**src/rtl/core/frml_pkg.sv**
```systemverilog
// ----------------------------------------------------------------------------
// frml_pkg
// Shared types and constants for the frame rate meter and limiter.
// ----------------------------------------------------------------------------
package frml_pkg;

  // Payload field widths
  localparam int unsigned NOW_W     = 32;
  localparam int unsigned FPS_W     = 22;
  localparam int unsigned DELAY_W   = 10;
  localparam int unsigned FT_W      = 16;
  localparam int unsigned MAX_FPS_W = 10;

  // APB port
  localparam int unsigned APB_DATA_W = 32;
  localparam int unsigned APB_ADDR_W = 3;

  // Default averaging window
  localparam int unsigned WINDOW_SAMPLES_DEF = 10;

  // Arithmetic constants
  localparam int unsigned MS_PER_SEC     = 1000;
  localparam int unsigned FPS_SCALE      = MS_PER_SEC * 256;
  localparam int unsigned DEFAULT_FPS_Q8 = 60 * 256;
  localparam int unsigned FPS_Q8_MAX     = 4194303;
  localparam int unsigned FRAME_TIME_MAX = 65535;

  // Register reset values
  localparam logic                 LIMIT_ENABLE_RST = 1'b1;
  localparam logic [MAX_FPS_W-1:0] MAX_FPS_RST      = 10'd60;

  // Register indexes (byte address bit 2)
  localparam logic REG_LIMIT_ENABLE = 1'b0;
  localparam logic REG_MAX_FPS      = 1'b1;

  // Event kinds
  typedef enum logic {
    OP_BEGIN = 1'b0,
    OP_END   = 1'b1
  } frml_op_e;

  // Divider status towards the sequencer
  typedef struct packed {
    logic busy;
    logic done;
  } frml_div_stat_t;

endpackage

```
**src/rtl/core/frml_if.sv**
```systemverilog
// ----------------------------------------------------------------------------
// frml_if
// Valid/ready channels for frame events and for measurement results.
// ----------------------------------------------------------------------------
interface frml_in_if;
  logic                       valid;
  logic                       ready;
  logic                       opcode;
  logic [frml_pkg::NOW_W-1:0] now_ms;

  modport source (output valid, output opcode, output now_ms, input ready);
  modport sink   (input valid, input opcode, input now_ms, output ready);
endinterface

interface frml_out_if;
  logic                         valid;
  logic                         ready;
  logic [frml_pkg::FPS_W-1:0]   fps_q8;
  logic [frml_pkg::DELAY_W-1:0] delay_ms;
  logic [frml_pkg::FT_W-1:0]    frame_time_ms;

  modport source (output valid, output fps_q8, output delay_ms, output frame_time_ms,
                  input ready);
  modport sink   (input valid, input fps_q8, input delay_ms, input frame_time_ms,
                  output ready);
endinterface

```
**src/rtl/core/frml_div.sv**
```systemverilog
// ----------------------------------------------------------------------------
// frml_div
// Restoring divider, one quotient bit per cycle, shared by the sequencer.
// ----------------------------------------------------------------------------
module frml_div #(
  parameter int unsigned NUM_W = 22,
  parameter int unsigned DEN_W = 20
) (
  input  logic                     clk_i,
  input  logic                     rst_ni,
  input  logic                     start_i,
  input  logic [NUM_W-1:0]         num_i,
  input  logic [DEN_W-1:0]         den_i,
  output logic [NUM_W-1:0]         quo_o,
  output frml_pkg::frml_div_stat_t stat_o
);
  import frml_pkg::*;

  localparam int unsigned CNT_W = $clog2(NUM_W + 1);

  logic [NUM_W-1:0] quo_q;
  logic [DEN_W:0]   rem_q;
  logic [DEN_W-1:0] den_q;
  logic [CNT_W-1:0] cnt_q;
  logic             busy_q;
  logic             done_q;

  logic [DEN_W:0]   rem_sh;
  logic [DEN_W:0]   rem_sub;
  logic             fits;

  // trial subtract of the shifted partial remainder
  assign rem_sh  = {rem_q[DEN_W-1:0], quo_q[NUM_W-1]};
  assign fits    = (rem_sh >= {1'b0, den_q});
  assign rem_sub = rem_sh - {1'b0, den_q};

  // control: bit counter and status
  always_ff @(posedge clk_i or negedge rst_ni) begin
    if (!rst_ni) begin
      cnt_q  <= '0;
      busy_q <= 1'b0;
      done_q <= 1'b0;
    end else begin
      done_q <= !start_i && busy_q && (cnt_q == CNT_W'(1));
      if (start_i) begin
        cnt_q  <= CNT_W'(NUM_W);
        busy_q <= 1'b1;
      end else if (busy_q) begin
        cnt_q <= cnt_q - CNT_W'(1);
        if (cnt_q == CNT_W'(1)) begin
          busy_q <= 1'b0;
        end
      end
    end
  end

  // datapath: dividend shifts out as quotient shifts in
  always_ff @(posedge clk_i) begin
    if (start_i) begin
      quo_q <= num_i;
      rem_q <= '0;
      den_q <= den_i;
    end else if (busy_q) begin
      rem_q <= fits ? rem_sub : rem_sh;
      quo_q <= {quo_q[NUM_W-2:0], fits};
    end
  end

  assign quo_o       = quo_q;
  assign stat_o.busy = busy_q;
  assign stat_o.done = done_q;

endmodule

```
**src/rtl/core/frame_rate_meter_limiter_unit.sv**
```systemverilog
// ----------------------------------------------------------------------------
// frame_rate_meter_limiter_unit
// Frame rate meter with moving-average window and optional rate limiter.
// ----------------------------------------------------------------------------
// Usage:
//   in_i carries frame events (opcode 0 = begin, 1 = end) with a ms timestamp.
//   A begin request only records its timestamp and gives no result. An end
//   request gives one result on out_o: averaged fps in Q8, the delay needed to
//   hold max_fps, and the saturated time since the previous end.
//   An end reads the filled window entries (up to WINDOW_SAMPLES) one per
//   cycle from the ring memory, then uses the bit-serial divider (dividend
//   22 bits wide for a window of 10) once for the rate, if the sum is not
//   zero, and once for the period 1000/max_fps, when limiting. Until the
//   result is handed to the output register, in_i is not ready.
//   One event at a time is in flight; in_i is ready whenever the sequencer is
//   idle, even while an earlier result still waits on out_o.
//   If out_o stalls, the finished result waits in the sequencer until the
//   output register is free.
//   Reset empties the window, clears the timestamps and sets limit_enable = 1,
//   max_fps = 60. Registers are written over APB at byte address 0 and 4.
// ----------------------------------------------------------------------------
module frame_rate_meter_limiter_unit #(
  parameter int unsigned WINDOW_SAMPLES = frml_pkg::WINDOW_SAMPLES_DEF
) (
  input  logic                                clk_i,
  input  logic                                rst_ni,
  frml_in_if.sink                             in_i,
  frml_out_if.source                          out_o,
  input  logic                                psel,
  input  logic                                penable,
  input  logic                                pwrite,
  input  logic [frml_pkg::APB_ADDR_W-1:0]     paddr,
  input  logic [frml_pkg::APB_DATA_W-1:0]     pwdata,
  output logic [frml_pkg::APB_DATA_W-1:0]     prdata,
  output logic                                pready
);
  import frml_pkg::*;

  localparam int unsigned SUM_W = $clog2(WINDOW_SAMPLES * FRAME_TIME_MAX + 1);
  localparam int unsigned NUM_W = $clog2(FPS_SCALE * WINDOW_SAMPLES + 1);
  localparam int unsigned CNT_W = $clog2(WINDOW_SAMPLES + 1);
  localparam int unsigned POS_W = (WINDOW_SAMPLES > 1) ? $clog2(WINDOW_SAMPLES) : 1;

  typedef enum logic [2:0] {
    S_IDLE,
    S_SUM,
    S_FPS_WAIT,
    S_PER,
    S_PER_WAIT,
    S_OUT
  } state_e;

  state_e state_q;

  // configuration
  logic                 limit_enable_q;
  logic [MAX_FPS_W-1:0] max_fps_q;

  // event state
  logic [NOW_W-1:0]     start_time_q;
  logic [NOW_W-1:0]     prev_end_q;
  logic                 have_prev_q;
  logic [POS_W-1:0]     pos_q;
  logic [CNT_W-1:0]     fill_q;

  // working registers
  logic [NOW_W-1:0]     now_q;
  logic [FT_W-1:0]      elapsed_q;
  logic [CNT_W-1:0]     idx_q;
  logic [SUM_W-1:0]     sum_q;
  logic [FPS_W-1:0]     fps_q;
  logic [DELAY_W-1:0]   delay_q;

  // ring memory
  logic [FT_W-1:0]      ring_q [WINDOW_SAMPLES];
  logic [FT_W-1:0]      rd_data_q;
  logic                 rd_vld_q;
  logic                 rd_en;

  // shared divider
  logic                 div_start_q;
  logic [NUM_W-1:0]     div_num_q;
  logic [SUM_W-1:0]     div_den_q;
  logic [NUM_W-1:0]     div_quo;
  frml_div_stat_t       div_stat;

  // output register
  logic                 out_valid_q;
  logic [FPS_W-1:0]     out_fps_q;
  logic [DELAY_W-1:0]   out_delay_q;
  logic [FT_W-1:0]      out_ft_q;

  logic                 accept;
  logic                 end_req;
  logic [NOW_W-1:0]     end_diff;
  logic [FT_W-1:0]      elapsed_d;
  logic                 out_free;
  logic [DELAY_W-1:0]   period;
  logic [NOW_W-1:0]     duration;
  logic                 cfg_wr;
  logic                 sum_done;
  logic                 div_go;
  logic                 out_load;

  // request handshake
  assign in_i.ready = (state_q == S_IDLE);
  assign accept     = in_i.valid && in_i.ready;
  assign end_req    = accept && (in_i.opcode == OP_END);

  // frame time since previous end, saturated
  assign end_diff  = in_i.now_ms - prev_end_q;
  always_comb begin
    if (!have_prev_q) begin
      elapsed_d = '0;
    end else if (end_diff > NOW_W'(FRAME_TIME_MAX)) begin
      elapsed_d = FT_W'(FRAME_TIME_MAX);
    end else begin
      elapsed_d = end_diff[FT_W-1:0];
    end
  end

  // delay from period and frame duration
  assign period   = DELAY_W'(div_quo);
  assign duration = now_q - start_time_q;

  assign rd_en    = (state_q == S_SUM) && (idx_q < fill_q);
  assign out_free = !out_valid_q || out_o.ready;

  // divider launch and output register load
  assign sum_done = (state_q == S_SUM) && !rd_en && !rd_vld_q;
  assign div_go   = (sum_done && (sum_q != '0))
                 || ((state_q == S_PER) && limit_enable_q && (max_fps_q != '0));
  assign out_load = (state_q == S_OUT) && out_free;

  // ring memory: write on frame end, sequential read while summing
  always_ff @(posedge clk_i) begin
    if (end_req) begin
      ring_q[pos_q] <= elapsed_d;
    end
    if (rd_en) begin
      rd_data_q <= ring_q[idx_q[POS_W-1:0]];
    end
  end

  // APB registers
  assign pready = 1'b1;
  assign cfg_wr = psel && penable && pwrite;

  always_comb begin
    case (paddr[2])
      REG_LIMIT_ENABLE: prdata = APB_DATA_W'(limit_enable_q);
      REG_MAX_FPS:      prdata = APB_DATA_W'(max_fps_q);
      default:          prdata = '0;
    endcase
  end

  always_ff @(posedge clk_i or negedge rst_ni) begin
    if (!rst_ni) begin
      limit_enable_q <= LIMIT_ENABLE_RST;
      max_fps_q      <= MAX_FPS_RST;
    end else if (cfg_wr) begin
      case (paddr[2])
        REG_LIMIT_ENABLE: limit_enable_q <= pwdata[0];
        REG_MAX_FPS:      max_fps_q      <= pwdata[MAX_FPS_W-1:0];
        default:          ;
      endcase
    end
  end

  // sequencer
  always_ff @(posedge clk_i or negedge rst_ni) begin
    if (!rst_ni) begin
      state_q      <= S_IDLE;
      start_time_q <= '0;
      prev_end_q   <= '0;
      have_prev_q  <= 1'b0;
      pos_q        <= '0;
      fill_q       <= '0;
      now_q        <= '0;
      elapsed_q    <= '0;
      idx_q        <= '0;
      sum_q        <= '0;
      fps_q        <= '0;
      delay_q      <= '0;
      rd_vld_q     <= 1'b0;
      div_start_q  <= 1'b0;
      div_num_q    <= '0;
      div_den_q    <= '0;
      out_valid_q  <= 1'b0;
      out_fps_q    <= '0;
      out_delay_q  <= '0;
      out_ft_q     <= '0;
    end else begin
      div_start_q <= div_go;
      rd_vld_q    <= rd_en;
      out_valid_q <= out_load || (out_valid_q && !out_o.ready);

      case (state_q)
        S_IDLE: begin
          if (accept && (in_i.opcode == OP_BEGIN)) begin
            start_time_q <= in_i.now_ms;
          end
          if (end_req) begin
            prev_end_q  <= in_i.now_ms;
            have_prev_q <= 1'b1;
            now_q       <= in_i.now_ms;
            elapsed_q   <= elapsed_d;
            pos_q       <= (pos_q == POS_W'(WINDOW_SAMPLES - 1)) ? '0 : pos_q + POS_W'(1);
            if (fill_q < CNT_W'(WINDOW_SAMPLES)) begin
              fill_q <= fill_q + CNT_W'(1);
            end
            idx_q   <= '0;
            sum_q   <= '0;
            state_q <= S_SUM;
          end
        end

        // accumulate the filled entries, one per cycle
        S_SUM: begin
          if (rd_en) begin
            idx_q <= idx_q + CNT_W'(1);
          end
          if (rd_vld_q) begin
            sum_q <= sum_q + SUM_W'(rd_data_q);
          end
          if (sum_done) begin
            if (sum_q == '0) begin
              fps_q   <= FPS_W'(DEFAULT_FPS_Q8);
              state_q <= S_PER;
            end else begin
              div_num_q <= NUM_W'(FPS_SCALE) * NUM_W'(fill_q);
              div_den_q <= sum_q;
              state_q   <= S_FPS_WAIT;
            end
          end
        end

        S_FPS_WAIT: begin
          if (div_stat.done) begin
            if (32'(div_quo) > 32'(FPS_Q8_MAX)) begin
              fps_q <= FPS_W'(FPS_Q8_MAX);
            end else begin
              fps_q <= FPS_W'(div_quo);
            end
            state_q <= S_PER;
          end
        end

        // period = 1000 / max_fps when limiting
        S_PER: begin
          if (limit_enable_q && (max_fps_q != '0)) begin
            div_num_q <= NUM_W'(MS_PER_SEC);
            div_den_q <= SUM_W'(max_fps_q);
            state_q   <= S_PER_WAIT;
          end else begin
            delay_q <= '0;
            state_q <= S_OUT;
          end
        end

        S_PER_WAIT: begin
          if (div_stat.done) begin
            if (NOW_W'(period) > duration) begin
              delay_q <= period - duration[DELAY_W-1:0];
            end else begin
              delay_q <= '0;
            end
            state_q <= S_OUT;
          end
        end

        // hand the result to the output register once it is free
        S_OUT: begin
          if (out_load) begin
            out_fps_q   <= fps_q;
            out_delay_q <= delay_q;
            out_ft_q    <= elapsed_q;
            state_q     <= S_IDLE;
          end
        end

        default: state_q <= S_IDLE;
      endcase
    end
  end

  frml_div #(
    .NUM_W (NUM_W),
    .DEN_W (SUM_W)
  ) u_div (
    .clk_i   (clk_i),
    .rst_ni  (rst_ni),
    .start_i (div_start_q),
    .num_i   (div_num_q),
    .den_i   (div_den_q),
    .quo_o   (div_quo),
    .stat_o  (div_stat)
  );

  assign out_o.valid         = out_valid_q;
  assign out_o.fps_q8        = out_fps_q;
  assign out_o.delay_ms      = out_delay_q;
  assign out_o.frame_time_ms = out_ft_q;

endmodule

```
**src/flat_wrapper.sv**
```systemverilog
// flat-port wrapper written by rule: the top's interface ports become plain ports
module frame_rate_meter_limiter_unit_flat import frml_pkg::*;
#(
  parameter int unsigned WINDOW_SAMPLES = frml_pkg::WINDOW_SAMPLES_DEF
)
  (clk_i, rst_ni, psel, penable, pwrite, paddr, pwdata, prdata, pready, in_i_valid, in_i_opcode, in_i_now_ms, in_i_ready, out_o_valid, out_o_fps_q8, out_o_delay_ms, out_o_frame_time_ms, out_o_ready);
  frml_in_if in_i_i ();
  frml_out_if out_o_i ();
  input  logic clk_i;
  input  logic rst_ni;
  input  logic psel;
  input  logic penable;
  input  logic pwrite;
  input  logic [frml_pkg::APB_ADDR_W-1:0] paddr;
  input  logic [frml_pkg::APB_DATA_W-1:0] pwdata;
  output logic [frml_pkg::APB_DATA_W-1:0] prdata;
  output logic pready;
  input wire logic [$bits(in_i_i.valid)-1:0] in_i_valid;
  input wire logic [$bits(in_i_i.opcode)-1:0] in_i_opcode;
  input wire logic [$bits(in_i_i.now_ms)-1:0] in_i_now_ms;
  output wire logic [$bits(in_i_i.ready)-1:0] in_i_ready;
  output wire logic [$bits(out_o_i.valid)-1:0] out_o_valid;
  output wire logic [$bits(out_o_i.fps_q8)-1:0] out_o_fps_q8;
  output wire logic [$bits(out_o_i.delay_ms)-1:0] out_o_delay_ms;
  output wire logic [$bits(out_o_i.frame_time_ms)-1:0] out_o_frame_time_ms;
  input wire logic [$bits(out_o_i.ready)-1:0] out_o_ready;
  assign in_i_i.valid = in_i_valid;
  assign in_i_i.opcode = in_i_opcode;
  assign in_i_i.now_ms = in_i_now_ms;
  assign in_i_ready = in_i_i.ready;
  assign out_o_valid = out_o_i.valid;
  assign out_o_fps_q8 = out_o_i.fps_q8;
  assign out_o_delay_ms = out_o_i.delay_ms;
  assign out_o_frame_time_ms = out_o_i.frame_time_ms;
  assign out_o_i.ready = out_o_ready;
  frame_rate_meter_limiter_unit #(.WINDOW_SAMPLES(WINDOW_SAMPLES)) u_core (.clk_i(clk_i), .rst_ni(rst_ni), .in_i(in_i_i), .out_o(out_o_i), .psel(psel), .penable(penable), .pwrite(pwrite), .paddr(paddr), .pwdata(pwdata), .prdata(prdata), .pready(pready));
endmodule
```
**config.mk**
```make
export PLATFORM = sky130hd
export DESIGN_NAME = frame_rate_meter_limiter_unit_flat
export DESIGN_NICKNAME = d
export VERILOG_FILES = /design/src/rtl/core/frml_pkg.sv /design/src/rtl/core/frml_if.sv /design/src/rtl/core/frml_div.sv /design/src/rtl/core/frame_rate_meter_limiter_unit.sv /design/src/flat_wrapper.sv
export SDC_FILE = /design/constraint.sdc
export NUM_CORES = 1
export LEC_CHECK = 0
export ABC_AREA = 1
export BUFFER_PORTS_ARGS = -buffer_cell sky130_fd_sc_hd__clkbuf_2
export CAP_MARGIN = 20
export CORE_ASPECT_RATIO = 2
export CORE_MARGIN = 3
export CORE_UTILIZATION = 55
export DETAILED_ROUTE_END_ITERATION = 7
export PLACE_DENSITY = 0.84
export SYNTH_ARGS = -nofsm -noshare
export SYNTH_HDL_FRONTEND = slang
export SYNTH_HIERARCHICAL = 1
export SYNTH_SLANG_ARGS = --single-unit
```
**constraint.sdc**
```tcl
create_clock -name clk_i -period 3.8 [get_ports clk_i]
set_input_delay 0.38 -clock clk_i [delete_from_list [all_inputs] [get_ports clk_i]]
set_output_delay 0.38 -clock clk_i [all_outputs]
set_load 0.01 [all_outputs]
```
======== Word level (Yosys, flattened, before mapping) ========
Memories as Yosys holds them, arrays and structs flattened. A register that Yosys moved wholly into a read port is not among the register bits.
Cells that the tools add are included.
Widths: inputs -> output; s select.
cells by class
  $add $sub $neg .......................... 9
  $mul .................................... 1
  order comparisons ....................... 5
  equal/unequal tests ..................... 18
  mux-type cells .......................... 44
  bitwise logic cells ..................... 2
  reduce and logical (&&, ||, !) cells .... 45
operators with widths
  operator              count
  $mux 22               8
  $mux 20               6
  $pmux 22 s2           2
  $pmux 20 s2           2
  $pmux 32 s2           1
  $sub 32x32->32        2
  $gt 10x32->1          1
  $gt 32x16->1 const B  1
  $mux 16               2
  $mux 10               3
  $ge 21x20->1          1
  $add 20x16->20        1
  $logic_not 20->1      1
  $pmux 10 s2           1
  $reduce_bool 20->1    1
  $sub 20x20->20        1
  $pmux 3 s6            1
  $logic_and 1x1->1     16
  $mux 3                5
  $ne 2x2->1 const B    7
  $add 4x1->4 const B   3
  $mux 4                3
  $reduce_and 3->1      4
  $mul 7x4->11 const A  1
  other kinds (22)      50
word-level totals
  register bits after elaboration ......... 321
  RAM bits ................................ 160
  input bits .............................. 75
  output and inout port bits .............. 83
  word-level logic and storage cells ...... 152
  memories ................................ 1
memory list
  memory         depth  width  read ports  clocked after memory_dff  write ports  line                                 RTL
  u_core.ring_q  10     16     1           1                         1            frame_rate_meter_limiter_unit.sv:75  logic [FT_W-1:0] ring_q [WINDOW_SAMPLES];

======== Depth between registers and ports, before layout ========
Gate-level depths: netlist (run 1).
  depth after elaboration ................. 7
  mapped depth ............................ 24

======== By module ========
The synthesis (run 1) kept the hierarchy.
by module, submodules not included
  module                         times used  cells an instance  area each (sq um)
  frame_rate_meter_limiter_unit  1           2782               23238.5
  frml_div                       1           572                4314.1

======== Worst setup path after synthesis (run 1) ========
No wires, ideal clock.
  path type ............................... register to register
  start point ............................. register u_core.now_q[0]
  end point ............................... register u_core.delay_q[0]
  arrival time ............................ 3.022 ns
  data required time ...................... 3.733 ns
  setup slack ............................. 0.711 ns
  cell stages (with the launch flop) ...... 25
  path buffers ............................ 0
  cells stage by stage .................... dfrtp_1 -> inv_1 -> ha_1 -> inv_1 -> fa_1 -> nand3_1 -> nand3_1 -> nand2_1 -> nand2_1 -> xnor2_1 -> ha_1 -> nand2_1 -> nor2_1 -> nand2_1 -> nand2_1 -> nand2_1 -> nand2_1 -> nand2_1 -> nand2_1 -> nand4_1 -> nor2_1 -> nand3_1 -> nor2_2 -> nand3_1 -> nand2_1
between the ends
  word-level cells in the longest chain between the ends .. 5
  elaborated cells on any way between the ends .. 6
  those cells by class .................... add/sub: 2; order compare: 1; mux: 3
ends and longest elaborated chain
  what                                                   line                                                                        RTL
  from (decl)                                            frame_rate_meter_limiter_unit.sv:67                                         logic [NOW_W-1:0] now_q;
  from (signal assigned)                                 frame_rate_meter_limiter_unit.sv:206                                        now_q <= in_i.now_ms;
  $sub 32x32->32 (*)                                     frame_rate_meter_limiter_unit.sv:124                                        assign duration = now_q - start_time_q;
  $gt 10x32->1 / $sub 10x10->10 (equally long branches)  frame_rate_meter_limiter_unit.sv:263, frame_rate_meter_limiter_unit.sv:264
  $mux 10 (*)                                            frame_rate_meter_limiter_unit.sv:263                                        if (NOW_W'(period) > duration) begin
  $mux 10 (*)                                            frame_rate_meter_limiter_unit.sv:262                                        if (div_stat.done) begin
  $pmux 10 s2 (*)                                        frame_rate_meter_limiter_unit.sv:198                                        case (state_q)
  to (signal assigned)                                   frame_rate_meter_limiter_unit.sv:264                                        delay_q <= period - duration[DELAY_W-1:0];
  to (decl)                                              frame_rate_meter_limiter_unit.sv:72                                         logic [DELAY_W-1:0] delay_q;
Every way passes the cells marked *; elsewhere a longest branch is shown, timed or not. The select of a mux whose other input is x is not followed.
A chain may end at the register's enable or synchronous reset.

======== Worst setup path in the final report (run 1) ========
  start point ............................. register u_core.now_q[0]
  end point ............................... register u_core.delay_q[2]
Same word-level chain as after synthesis.

==> metrics.txt, run 1 <==
# TYPE chip_impl_metric gauge
chip_impl_metric{name="overflow",unit=""} 0
chip_impl_metric{name="floorplan.die.width",unit="µm"} 164
chip_impl_metric{name="leakagePower",unit="nW"} 15.0
chip_impl_metric{name="core",unit="mm²"} 0.0494
chip_impl_metric{name="die_y",unit="µm"} 322
chip_impl_metric{name="layout.nets",unit=""} 3683
chip_impl_metric{name="power_density",unit="mW/mm²"} 920
chip_impl_metric{name="wl_per_cell",unit="µm"} 16.8
chip_impl_metric{name="r2r_cells",unit=""} 24
chip_impl_metric{name="arrival",unit="ps"} 3960
chip_impl_metric{name="report.final.setup_viol",unit=""} 0
chip_impl_metric{name="timing_worst_slew_pin_value",unit="ps"} 1110
chip_impl_metric{name="post_synth_inst_count",unit=""} 3353
chip_impl_metric{name="count_of_buffers_from_port_buffering",unit=""} 110
chip_impl_metric{name="final_min_period_over_clock_period",unit="%"} 91.0
chip_impl_info{name="clock_tree_from_tritoncts",value="done"} 1
chip_impl_metric{name="setup_tns",unit="ps"} 0
chip_impl_metric{name="finalWirelength",unit="µm"} 69700
chip_impl_metric{name="post-route-util",unit="%"} 61.3
chip_impl_info{name="path_cells",value="inv_1, ha_1, inv_1, fa_2, nand3_1, nand3_2, nand2_1, nand2_1, xnor2_1, ha_1, nand2_1, nor2_2, nand2_1, nand2_1, nand2_1, nand2_1, nand2_1, nand2_1, nand4_1, nor2_1, nand3_2, nor2_4, nand3_1, nand2_1"} 1
chip_impl_metric{name="worst_setup_hold_path_clk_slew",unit="ps"} 70
chip_impl_metric{name="max_freq",unit="MHz"} 289
chip_impl_metric{name="cts_buffers",unit=""} 41
chip_impl_metric{name="first_pass_iters",unit=""} 6
chip_impl_metric{name="place.gp.congestion",unit=""} 0.973
chip_impl_metric{name="ant_nets",unit=""} 0
chip_impl_info{name="worstSetupStartpointType",value="register"} 1
chip_impl_metric{name="detailed_place_hpwl",unit="µm"} 51600
chip_impl_metric{name="synth_warnings",unit=""} 6
chip_impl_metric{name="worst_ir_drop_vdd",unit="mV"} 0.584
chip_impl_metric{name="grt_pass1_wl",unit="µm"} 111000
chip_impl_metric{name="hold-path-cell-count",unit=""} 2
chip_impl_metric{name="maximum_number_of_pins_on_one_net_before_global_route_repair",unit=""} 82
chip_impl_metric{name="gr-usage-all-layers",unit="%"} 26.3
chip_impl_metric{name="worst-endpoint-required",unit="ps"} 4300
chip_impl_metric{name="timing.clock.skew",unit="ps"} 30.4
chip_impl_metric{name="netlist_area",unit="mm²"} 0.0275
chip_impl_metric{name="syn_to_final_growth",unit="%"} 9.88
chip_impl_metric{name="dr_total_vias",unit=""} 22900
chip_impl_info{name="slowest_cp_cell",value="sky130_fd_sc_hd__dfrtp_1"} 1
chip_impl_info{name="timing.rr.end",value="u_core/delay_q[2]"} 1
chip_impl_metric{name="vias_per_cell",unit=""} 5.51
chip_impl_metric{name="row_count",unit=""} 115
chip_impl_metric{name="drive_above_1_share",unit="%"} 10.3
chip_impl_info{name="timing.setup.critical_path_class",value="reg -> reg"} 1
chip_impl_metric{name="cts_max_path_buffers",unit=""} 3
chip_impl_metric{name="clock_tree.htree_level_count",unit=""} 2
chip_impl_metric{name="timing.critical_path.fanout_max",unit=""} 5
chip_impl_metric{name="clock_sinks",unit=""} 487
chip_impl_metric{name="clock_insertion_delay_worst_skew",unit="ps"} 600
chip_impl_metric{name="initial_utilization",unit="%"} 55.8
chip_impl_info{name="end_kind",value="register"} 1
chip_impl_info{name="grt_setup_unrepaired",value="false"} 1
chip_impl_metric{name="final_max_slew_viol_count",unit=""} 0
chip_impl_info{name="critical-path-top-cell-by-count",value="sky130_fd_sc_hd__nand2_1"} 1
chip_impl_metric{name="maxCapViolCount",unit=""} 0
chip_impl_info{name="timing.hold.worst.class",value="in -> reg"} 1
chip_impl_info{name="ctsRootBufferMaster",value="sky130_fd_sc_hd__clkbuf_16"} 1
chip_impl_metric{name="post_synth.cell_area_avg",unit="µm²"} 8.22
chip_impl_metric{name="area_enclosed_by_the_die_boundary",unit="mm²"} 0.0530
chip_impl_metric{name="number_of_ports_placed_on_the_die_boundary",unit=""} 158
chip_impl_info{name="critical-path-top-delay-family",value="simple AND/OR/NAND/NOR gates"} 1
chip_impl_info{name="holdPathEnd",value="u_core/max_fps_q[4]"} 1
chip_impl_metric{name="crit_buf_inv",unit=""} 2
chip_impl_metric{name="number_of_antenna_violations_at_the_first_check_in_global_routing",unit=""} 5
chip_impl_metric{name="nFillCells",unit=""} 4061
chip_impl_info{name="outcome",value="finished, final reports clean"} 1
chip_impl_metric{name="drt_drc_violations_left",unit=""} 0
chip_impl_metric{name="hold_viol",unit=""} 0
chip_impl_info{name="source_of_the_worst_register_to_register_timing_path",value="u_core/now_q[0]"} 1
chip_impl_metric{name="flop2flop_setup_slack",unit="ps"} 340
chip_impl_metric{name="critical-path-max-stage-delay",unit="ps"} 400
chip_impl_metric{name="grt_pass1_vias",unit=""} 22500
chip_impl_metric{name="first_iter_violations",unit=""} 1741
chip_impl_metric{name="final.min_clock_period",unit="ps"} 3460
chip_impl_metric{name="max_slew_margin",unit="%"} 25.6
chip_impl_info{name="hp-start",value="pwdata[4]"} 1
registers in the layout (all words and copies together), names as in the netlist, 3 cells and up:
signal,count
u_core/rd_data_q,16
u_core/out_o.fps_q8,22
u_core/state_q,3
u_core/pos_q,4
u_core/ring_q,160
u_core/delay_q,10
u_core/fill_q,4
u_core/div_num_q,12
u_core/out_o.delay_ms,10
u_core/out_o.frame_time_ms,16
u_core/u_div/quo_o,22
u_core/u_div/rem_q,20
u_core/sum_q,20
u_core/now_q,32
u_core/max_fps_q,10
u_core/u_div/den_q,20
u_core/u_div/cnt_q,5
u_core/fps_q,22
u_core/elapsed_q,16
u_core/idx_q,4
u_core/start_time_q,32
u_core/div_den_q,20
layout make-up:
type	count	area, µm²	area share [%]
inverter	492	1850	6.10
timing repair buffer	158	973	3.22
antenna	3	7.51	0.0248
clock buffer	54	1120	3.72
tap	643	805	2.66
sequential	487	13200	43.6
clock inverter	22	250	0.827
multi-input combinational	2287	12100	39.9
timing repair:
item	CTS	global route
hold buffers	1	0
setup buffers	0	3
gates resized for setup	0	6
hold endpoints to repair	76	0
setup endpoints to repair	0	10
report_power, final:
group | total (W) | leakage, nW | switching (W) | internal [W]
combinational | 0.0156 | 8.69 | 0.0104 | 0.00525
clock | 0.00422 | 0.679 | 0.00194 | 0.00228
sequential | 0.00801 | 5.62 | 0.000899 | 0.00711
total | 0.0278 | 15.0 | 0.0132 | 0.0146
per-layer routing:
layer  part of all wire, %  routed length (µm)  vias up  track usage (%)
li1                      -                   -    11100                -
met1                    35               24600    10700             27.3
met2                    53               36900      827             49.0
met3                   5.5                3830      249             3.71
met4                   6.2                4350        2             16.0
met5                 0.019                  13        -                0
per-stage QoR:
stage	hold slack [ps]	worst slack, ps	total power, W	cells	instance area, µm²
2_1_floorplan	84.4	711	0.0191	3379	27600
3_3_place_gp	403	198	0.0229	4062	28800
3_5_place_dp	406	142	0.0232	4062	28800
4_1_cts	15.4	120	0.0276	4139	30200
5_1_grt	12.7	9.02	0.0302	4143	30300
6_report	35.7	340	0.0278	4146	30300
how the worst max path moves through the flow:
| stage | slack (ps) | endpoint | from | cells after the start |
|---|---|---|---|---|
| finish | 340 | u_core/delay_q[2] | u_core/now_q[0] | 24 |
| global route | 9 | u_core/delay_q[2] | u_core/now_q[0] | 24 |
| CTS | 120 | u_core/delay_q[2] | u_core/now_q[0] | 24 |
| detailed placement | 140 | u_core/delay_q[2] | u_core/now_q[0] | 24 |
| global placement | 200 | u_core/delay_q[4] | u_core/now_q[0] | 24 |
| floorplan | 710 | u_core/delay_q[0] | u_core/now_q[0] | 24 |
layout by cell type (no fill, tap or decap), drive strengths merged, types with 2 or more instances in the layout:
master and count:
a21o 5, dfxtp 20, o21a 3, nand4 37, a31oi 14, edfxtp 218, xnor2 35, o21bai 8
a21oi 155, nor4 8, clkbuf 163, buf 48, conb 28, ha 129, o31ai 3, or2 3
o22ai 24, bufinv 2, a21boi 2, diode 3, nand3b 19, o21ai 261, a221oi 17, dfrtp 244
xor2 18, fa 12, inv 489, o211ai 2, and2 7, mux2 34, dfstp 5, and3 3
nand3 179, nor2 258, nand2 984, nor3 32, clkinv 23
Power figures use the tool's default switching activity.
==> run 2, diff against run 1 <==
RECOVER_POWER = 50   (was not set)
==> metrics.txt, run 2 (synthesis results as in run 1) <==
# TYPE chip_impl_metric gauge
chip_impl_metric{name="initial_utilization",unit="%"} 55.8
chip_impl_metric{name="final.min_clock_period",unit="ps"} 3460
chip_impl_metric{name="core",unit="mm²"} 0.0494
chip_impl_metric{name="drive_above_1_share",unit="%"} 8.26
chip_impl_metric{name="grt_pass1_vias",unit=""} 22500
chip_impl_info{name="slowest_cp_cell",value="sky130_fd_sc_hd__dfrtp_1"} 1
chip_impl_metric{name="power_density",unit="mW/mm²"} 921
chip_impl_info{name="layout_common_cells",value="sky130_fd_sc_hd__nand2_1, sky130_fd_sc_hd__inv_1, sky130_fd_sc_hd__o21ai_0"} 1
chip_impl_metric{name="largest_register_ffs",unit=""} 160
chip_impl_metric{name="leakagePower",unit="nW"} 14.8
chip_impl_metric{name="gr-usage-all-layers",unit="%"} 26.3
chip_impl_metric{name="nFillCells",unit=""} 4121
chip_impl_metric{name="drt_drc_violations_left",unit=""} 0
chip_impl_metric{name="clock_tree.htree_level_count",unit=""} 2
chip_impl_metric{name="timing.clock.skew",unit="ps"} 29.8
chip_impl_metric{name="critical-path-max-stage-delay",unit="ps"} 400
chip_impl_metric{name="finalWirelength",unit="µm"} 69600
chip_impl_metric{name="ant_nets",unit=""} 0
chip_impl_metric{name="place.gp.congestion",unit=""} 0.973
chip_impl_info{name="ctsRootBufferMaster",value="sky130_fd_sc_hd__clkbuf_16"} 1
chip_impl_info{name="timing.setup.critical_path_class",value="reg -> reg"} 1
chip_impl_metric{name="worst_ir_drop_vdd",unit="mV"} 0.583
chip_impl_metric{name="number_of_antenna_violations_at_the_first_check_in_global_routing",unit=""} 5
chip_impl_info{name="worstSetupStartpointType",value="register"} 1
chip_impl_metric{name="grt_pass1_wl",unit="µm"} 111000
chip_impl_metric{name="timing_worst_slew_pin_value",unit="ps"} 1990
chip_impl_metric{name="die_y",unit="µm"} 322
chip_impl_info{name="mostFrequentLayoutCell",value="sky130_fd_sc_hd__nand2_1"} 1
chip_impl_metric{name="finish.instance_area",unit="mm²"} 0.0301
chip_impl_metric{name="postPlaceCellArea",unit="mm²"} 0.0288
chip_impl_metric{name="area_enclosed_by_the_die_boundary",unit="mm²"} 0.0530
chip_impl_metric{name="max_slew_margin",unit="%"} -32.5
chip_impl_metric{name="dr_total_vias",unit=""} 22800
chip_impl_info{name="path_cells",value="inv_1, ha_1, inv_1, fa_2, nand3_1, nand3_2, nand2_1, nand2_1, xnor2_1, ha_1, nand2_1, nor2_2, nand2_1, nand2_1, nand2_1, nand2_1, nand2_1, nand2_1, nand4_1, nor2_1, nand3_2, nor2_4, nand3_1, nand2_1"} 1
chip_impl_info{name="outcome",value="finished, violations left"} 1
chip_impl_metric{name="count_of_buffers_from_port_buffering",unit=""} 110
chip_impl_metric{name="maximum_number_of_pins_on_one_net_before_global_route_repair",unit=""} 82
chip_impl_metric{name="crit_buf_inv",unit=""} 2
chip_impl_metric{name="max_freq",unit="MHz"} 289
chip_impl_metric{name="maxCapViolCount",unit=""} 2
chip_impl_metric{name="flop2flop_setup_slack",unit="ps"} 340
chip_impl_metric{name="worst-endpoint-required",unit="ps"} 4310
chip_impl_metric{name="vias_per_cell",unit=""} 5.51
chip_impl_metric{name="setup_tns",unit="ps"} 0
chip_impl_info{name="clock_tree_from_tritoncts",value="done"} 1
chip_impl_info{name="reg.largest.list",value="u_core/ring_q: 160 flops, u_core/now_q: 32 flops, u_core/start_time_q: 32 flops"} 1
chip_impl_metric{name="first_pass_iters",unit=""} 6
chip_impl_metric{name="layout.nets",unit=""} 3683
chip_impl_metric{name="final_max_slew_viol_count",unit=""} 101
chip_impl_info{name="violations",value="max-capacitance violations, max-slew violations"} 1
chip_impl_metric{name="timing.critical_path.fanout_max",unit=""} 5
chip_impl_metric{name="first_iter_violations",unit=""} 1795
chip_impl_info{name="grt_setup_unrepaired",value="false"} 1
chip_impl_metric{name="finalWorstSetupSlack",unit="ps"} 343
chip_impl_info{name="timing.hold.worst.class",value="in -> reg"} 1
chip_impl_metric{name="floorplan.die.width",unit="µm"} 164
chip_impl_metric{name="clock_insertion_delay_worst_skew",unit="ps"} 590
chip_impl_metric{name="hold_viol",unit=""} 0
chip_impl_metric{name="overflow",unit=""} 0
chip_impl_metric{name="final_min_period_over_clock_period",unit="%"} 91.0
chip_impl_metric{name="row_count",unit=""} 115
chip_impl_info{name="critical-path-top-cell-by-count",value="sky130_fd_sc_hd__nand2_1"} 1
chip_impl_metric{name="number_of_ports_placed_on_the_die_boundary",unit=""} 158
chip_impl_info{name="critical-path-top-delay-family",value="simple AND/OR/NAND/NOR gates"} 1
chip_impl_metric{name="dpl_worst_slack",unit="ps"} 142
chip_impl_metric{name="arrival",unit="ps"} 3960
chip_impl_info{name="max_flop_register",value="u_core/ring_q"} 1
chip_impl_metric{name="wl_per_cell",unit="µm"} 16.8
chip_impl_metric{name="detailed_place_hpwl",unit="µm"} 51600
chip_impl_metric{name="clock_sinks",unit=""} 487
chip_impl_metric{name="worst_setup_hold_path_clk_slew",unit="ps"} 70
chip_impl_metric{name="cts_max_path_buffers",unit=""} 3
chip_impl_metric{name="report.final.setup_viol",unit=""} 0
chip_impl_metric{name="syn_to_final_growth",unit="%"} 9.36
chip_impl_metric{name="cts_buffers",unit=""} 41
chip_impl_info{name="end_kind",value="register"} 1
chip_impl_metric{name="post-route-util",unit="%"} 61.0
run 2: cell count changes in the layout (fill, tap and decap cells not counted), sizes merged:
cell,previous run,this run
clkbuf,163,176
buf,48,35
inv,489,488
clkinv,23,24
run 2: power by group:
part           switching (W)  total [W]  internal [W]  leakage, nW
clock network        0.00194    0.00422       0.00228        0.679
logic                 0.0104     0.0155       0.00518         8.47
registers           0.000894    0.00801       0.00711         5.61
run 2: worst paths after layout:
| path | cells past startpoint | to | startpoint |
|---|---|---|---|
| worst max-delay path | 24 | u_core/delay_q[2] | u_core/now_q[0] |
| worst min-delay path | 2 | u_core/max_fps_q[4] | pwdata[4] |
| worst max register to register | 24 | u_core/delay_q[2] | u_core/now_q[0] |
| worst min register to register | 0 | u_core/u_div/den_q[19] | u_core/div_den_q[19] |
| max in group asynchronous | 3 | u_core/div_den_q[1] | rst_ni |
| min in group asynchronous | 2 | u_core/out_o.fps_q8[5] | rst_ni |
run 2: worst register-to-register path, stage by stage (launching register included):
cell,delay [ps]
sky130_fd_sc_hd__dfrtp_1,400
sky130_fd_sc_hd__inv_1,70
sky130_fd_sc_hd__ha_1,130
sky130_fd_sc_hd__inv_1,70
sky130_fd_sc_hd__fa_2,380
sky130_fd_sc_hd__nand3_1,120
sky130_fd_sc_hd__nand3_2,120
sky130_fd_sc_hd__nand2_1,80
sky130_fd_sc_hd__nand2_1,90
sky130_fd_sc_hd__xnor2_1,180
sky130_fd_sc_hd__ha_1,370
sky130_fd_sc_hd__nand2_1,110
sky130_fd_sc_hd__nor2_2,130
sky130_fd_sc_hd__nand2_1,60
sky130_fd_sc_hd__nand2_1,90
sky130_fd_sc_hd__nand2_1,70
sky130_fd_sc_hd__nand2_1,60
sky130_fd_sc_hd__nand2_1,40
sky130_fd_sc_hd__nand2_1,60
sky130_fd_sc_hd__nand4_1,80
sky130_fd_sc_hd__nor2_1,120
sky130_fd_sc_hd__nand3_2,150
sky130_fd_sc_hd__nor2_4,220
sky130_fd_sc_hd__nand3_1,110
sky130_fd_sc_hd__nand2_1,80
run 2: layer usage:
layer  up-vias  wire length (µm)  GRT usage, %
met3       244              3830          3.71
met1     10700             24500          27.3
met4         2              4410          16.0
li1      11100                 -             -
met5         -                13             0
met2       798             36900          49.0
run 2: timing repair:
action / 4_1_cts / 5_1_grt
buffers inserted: 0 / 3
gates resized for setup: 0 / 6
endpoints found under the setup margin: 0 / 10
endpoints found under the hold margin: 76 / 0
hold buffers: 1 / 0
run 2: area by class of cell:
cell class	count	area, µm²	share of cell area, %
inverters	492	1850	6.13
clock buffers	54	1120	3.73
multi-input cells	2287	12100	40.0
repair buffers	158	843	2.80
well taps	643	805	2.67
diodes	3	7.51	0.0249
clock inverters	22	250	0.831
flip-flops and latches	487	13200	43.8
run 2: through the flow:
step / total power [W] / cells / hold slack (ps)
2_1_floorplan: 0.0191 / 3379 / 84.4
3_3_place_gp: 0.0229 / 4062 / 403
3_5_place_dp: 0.0232 / 4062 / 406
4_1_cts: 0.0276 / 4139 / 15.4
5_1_grt: 0.0301 / 4143 / 14.2
6_report: 0.0278 / 4146 / 38.7
==> run 3, diff against run 2 <==
CORE_ASPECT_RATIO = 0.75   (was 2)
PLACE_DENSITY = 0.73   (was 0.84)
==> metrics.txt, run 3 (synthesis results as in run 1) <==
# TYPE chip_impl_metric gauge
chip_impl_info{name="outcome",value="finished, violations left"} 1
chip_impl_info{name="violations",value="max-capacitance violations, max-slew violations"} 1
chip_impl_metric{name="final.min_clock_period",unit="ps"} 3420
chip_impl_metric{name="clock_tree.htree_level_count",unit=""} 2
chip_impl_metric{name="max_freq",unit="MHz"} 293
chip_impl_metric{name="place.gp.congestion",unit=""} 0.939
chip_impl_metric{name="die_y",unit="µm"} 200
chip_impl_metric{name="power_density",unit="mW/mm²"} 935
chip_impl_metric{name="syn_to_final_growth",unit="%"} 10.4
chip_impl_metric{name="first_pass_iters",unit=""} 6
chip_impl_metric{name="number_of_antenna_violations_at_the_first_check_in_global_routing",unit=""} 0
chip_impl_metric{name="maxCapViolCount",unit=""} 3
chip_impl_metric{name="finalWirelength",unit="µm"} 69600
chip_impl_metric{name="overflow",unit=""} 0
chip_impl_info{name="reg.largest.list",value="u_core/ring_q: 160 flops, u_core/now_q: 32 flops, u_core/start_time_q: 32 flops"} 1
chip_impl_metric{name="timing_worst_slew_pin_value",unit="ps"} 2880
chip_impl_info{name="grt_setup_unrepaired",value="false"} 1
chip_impl_info{name="source_of_the_worst_register_to_register_timing_path",value="u_core/state_q[1]"} 1
chip_impl_metric{name="vias_per_cell",unit=""} 5.39
chip_impl_metric{name="number_of_ports_placed_on_the_die_boundary",unit=""} 158
chip_impl_metric{name="area_enclosed_by_the_die_boundary",unit="mm²"} 0.0528
chip_impl_info{name="timing.hold.worst.class",value="in -> reg"} 1
chip_impl_info{name="slowest_cp_cell",value="sky130_fd_sc_hd__clkbuf_1"} 1
chip_impl_info{name="max_flop_register",value="u_core/ring_q"} 1
chip_impl_info{name="worstSetupStartpointType",value="register"} 1
chip_impl_metric{name="nFillCells",unit=""} 4238
chip_impl_info{name="launch_point_of_the_worst_path",value="u_core/state_q[1]"} 1
chip_impl_metric{name="wl_per_cell",unit="µm"} 16.7
chip_impl_metric{name="drt_drc_violations_left",unit=""} 0
chip_impl_info{name="critical-path-top-delay-family",value="simple AND/OR/NAND/NOR gates"} 1
chip_impl_metric{name="leakagePower",unit="nW"} 14.9
chip_impl_info{name="hp-start",value="in_i_now_ms[7]"} 1
chip_impl_metric{name="clock_sinks",unit=""} 487
chip_impl_metric{name="hold_viol",unit=""} 0
chip_impl_metric{name="p_clk_share",unit="%"} 17.0
chip_impl_metric{name="final_min_period_over_clock_period",unit="%"} 89.9
chip_impl_metric{name="p_int",unit="W"} 0.0151
chip_impl_metric{name="max_slew_margin",unit="%"} -92.3
chip_impl_metric{name="ant_nets",unit=""} 0
chip_impl_metric{name="arrival",unit="ps"} 3700
chip_impl_info{name="ctsRootBufferMaster",value="sky130_fd_sc_hd__clkbuf_16"} 1
chip_impl_metric{name="gr-usage-all-layers",unit="%"} 26.2
chip_impl_metric{name="crit_buf_inv",unit=""} 3
chip_impl_metric{name="dr_total_vias",unit=""} 22400
chip_impl_metric{name="worst_setup_hold_path_clk_slew",unit="ps"} 70
chip_impl_metric{name="worst_ir_drop_vdd",unit="mV"} 0.519
chip_impl_info{name="timing.rr.end",value="u_core/ring_q[3][3]"} 1
chip_impl_metric{name="detailed_place_hpwl",unit="µm"} 51300
chip_impl_metric{name="core",unit="mm²"} 0.0491
chip_impl_metric{name="grt_pass1_wl",unit="µm"} 111000
chip_impl_metric{name="largest_register_ffs",unit=""} 160
chip_impl_metric{name="flop2flop_setup_slack",unit="ps"} 380
chip_impl_metric{name="share_seq_of_total_power",unit="%"} 28.3
chip_impl_metric{name="setup_tns",unit="ps"} 0
chip_impl_metric{name="final_max_slew_viol_count",unit=""} 180
chip_impl_metric{name="row_count",unit=""} 70
chip_impl_info{name="critical-path-top-cell-by-count",value="sky130_fd_sc_hd__nor2_1"} 1
chip_impl_metric{name="grt_pass1_vias",unit=""} 21000
chip_impl_metric{name="timing.critical_path.fanout_max",unit=""} 30
chip_impl_metric{name="count_of_buffers_from_port_buffering",unit=""} 110
chip_impl_metric{name="drive_above_1_share",unit="%"} 8.26
chip_impl_metric{name="dpl_worst_slack",unit="ps"} 232
chip_impl_metric{name="layout.nets",unit=""} 3690
chip_impl_info{name="path_cells",value="nor2_1, inv_1, nor2_1, nand3_1, clkbuf_1, nor2_1, nand2_1, nor2_1, buf_4"} 1
chip_impl_metric{name="r2r_cells",unit=""} 9
chip_impl_metric{name="cts_buffers",unit=""} 48
chip_impl_metric{name="floorplan.die.width",unit="µm"} 264
chip_impl_info{name="layout_common_cells",value="sky130_fd_sc_hd__nand2_1, sky130_fd_sc_hd__inv_1, sky130_fd_sc_hd__o21ai_0"} 1
chip_impl_info{name="clock_tree_from_tritoncts",value="done"} 1
chip_impl_metric{name="report.final.setup_viol",unit=""} 0
chip_impl_metric{name="switching_share",unit="%"} 46.8
chip_impl_metric{name="power.combinational.fraction",unit="%"} 54.7
chip_impl_metric{name="first_iter_violations",unit=""} 2001
chip_impl_metric{name="timing.clock.skew",unit="ps"} 49.0
chip_impl_metric{name="cts_max_path_buffers",unit=""} 3
chip_impl_metric{name="finalWorstSetupSlack",unit="ps"} 383
chip_impl_info{name="timing.setup.critical_path_class",value="reg -> reg"} 1
chip_impl_info{name="worst_setup_path_endpoint",value="u_core/ring_q[3][3]"} 1
chip_impl_metric{name="clock_insertion_delay_worst_skew",unit="ps"} 610
chip_impl_metric{name="worst-endpoint-required",unit="ps"} 4080
chip_impl_metric{name="maximum_number_of_pins_on_one_net_before_global_route_repair",unit=""} 108
chip_impl_metric{name="initial_utilization",unit="%"} 56.1
chip_impl_metric{name="switching_power",unit="W"} 0.0133
chip_impl_metric{name="critical-path-max-stage-delay",unit="ps"} 700
chip_impl_metric{name="fin_total_pwr",unit="W"} 0.0284
chip_impl_info{name="mostFrequentLayoutCell",value="sky130_fd_sc_hd__nand2_1"} 1
chip_impl_info{name="end_kind",value="register"} 1
chip_impl_metric{name="cp.depth",unit=""} 9
[run 3: changes by cell type in the layout (fill, tap and decap cells not counted), moves of 3 or more]
cell                            previous run  this run
sky130_fd_sc_hd__clkbuf_1                 72        81
sky130_fd_sc_hd__clkinv_2                 11         7
sky130_fd_sc_hd__dlygate4sd3_1             1        10
sky130_fd_sc_hd__clkinvlp_4                0         3
sky130_fd_sc_hd__clkbuf_16                41        48
sky130_fd_sc_hd__buf_4                    32        23
sky130_fd_sc_hd__clkinv_1                  9         6
[run 3: repair_timing]
action | CTS | global route
hold endpoints to repair | 107 | 0
gates resized for setup | 0 | 11
endpoints found under the setup margin | 0 | 10
setup buffers | 0 | 2
hold buffers | 10 | 0
[run 3: through the flow]
step                      hold slack, ps  instance area (µm²)  util, %  std cells
after floorplan                     84.4                27600        -       3379
after global placement               433                28700     58.5       4059
after detailed placement             432                28700     58.5       4059
after CTS                           1.18                30500     62.0       4158
after global routing                25.5                30400     61.9       4161
final                               32.9                30400     61.9       4162
[run 3: worst min-delay path by stage]
stage	slack, ps	cells after the start	endpoint
2_1_floorplan	80	0	u_core/delay_q[0]
3_5_place_dp	430	0	u_core/u_div/den_q[6]
5_1_grt	30	3	u_core/start_time_q[19]
4_1_cts	1	3	u_core/now_q[20]
6_report	30	3	u_core/now_q[7]
3_3_place_gp	430	0	u_core/u_div/den_q[12]
[run 3: power groups by stage]
stage	registers, W	logic, W	clock network (W)
final	0.00805	0.0155	0.00484
after global routing	0.00819	0.0175	0.00516
after CTS	0.00802	0.0152	0.00494
after detailed placement	0.00811	0.0151	0
after global placement	0.00805	0.0148	0
after floorplan	0.00786	0.0112	0
[run 3: layer usage]
metal	wire [µm]	part of all wire (%)	vias to the layer above	track usage [%]
met5	0	0	-	0
met4	1400	2.0	0	6.38
met3	5020	7.2	97	4.36
met2	29200	42	741	39.6
met1	34000	49	10500	39.8
li1	-	-	11100	-
[run 3: worst register-to-register path, delay by kind of cell (launching register included)]
family	cells	cell delay, ps
and+or+nand+nor	6	1580
buffers and inverters	3	1140
DFF	1	400
[run 3: layout make-up]
class	count	area (µm²)	area share, %
sequential	487	13200	43.4
tap	648	811	2.67
antenna	1	2.50	0.00823
multi-input combinational	2287	12100	39.8
timing repair buffer	158	846	2.78
inverter	492	1850	6.07
clock inverter	19	272	0.893
clock buffer	70	1350	4.45
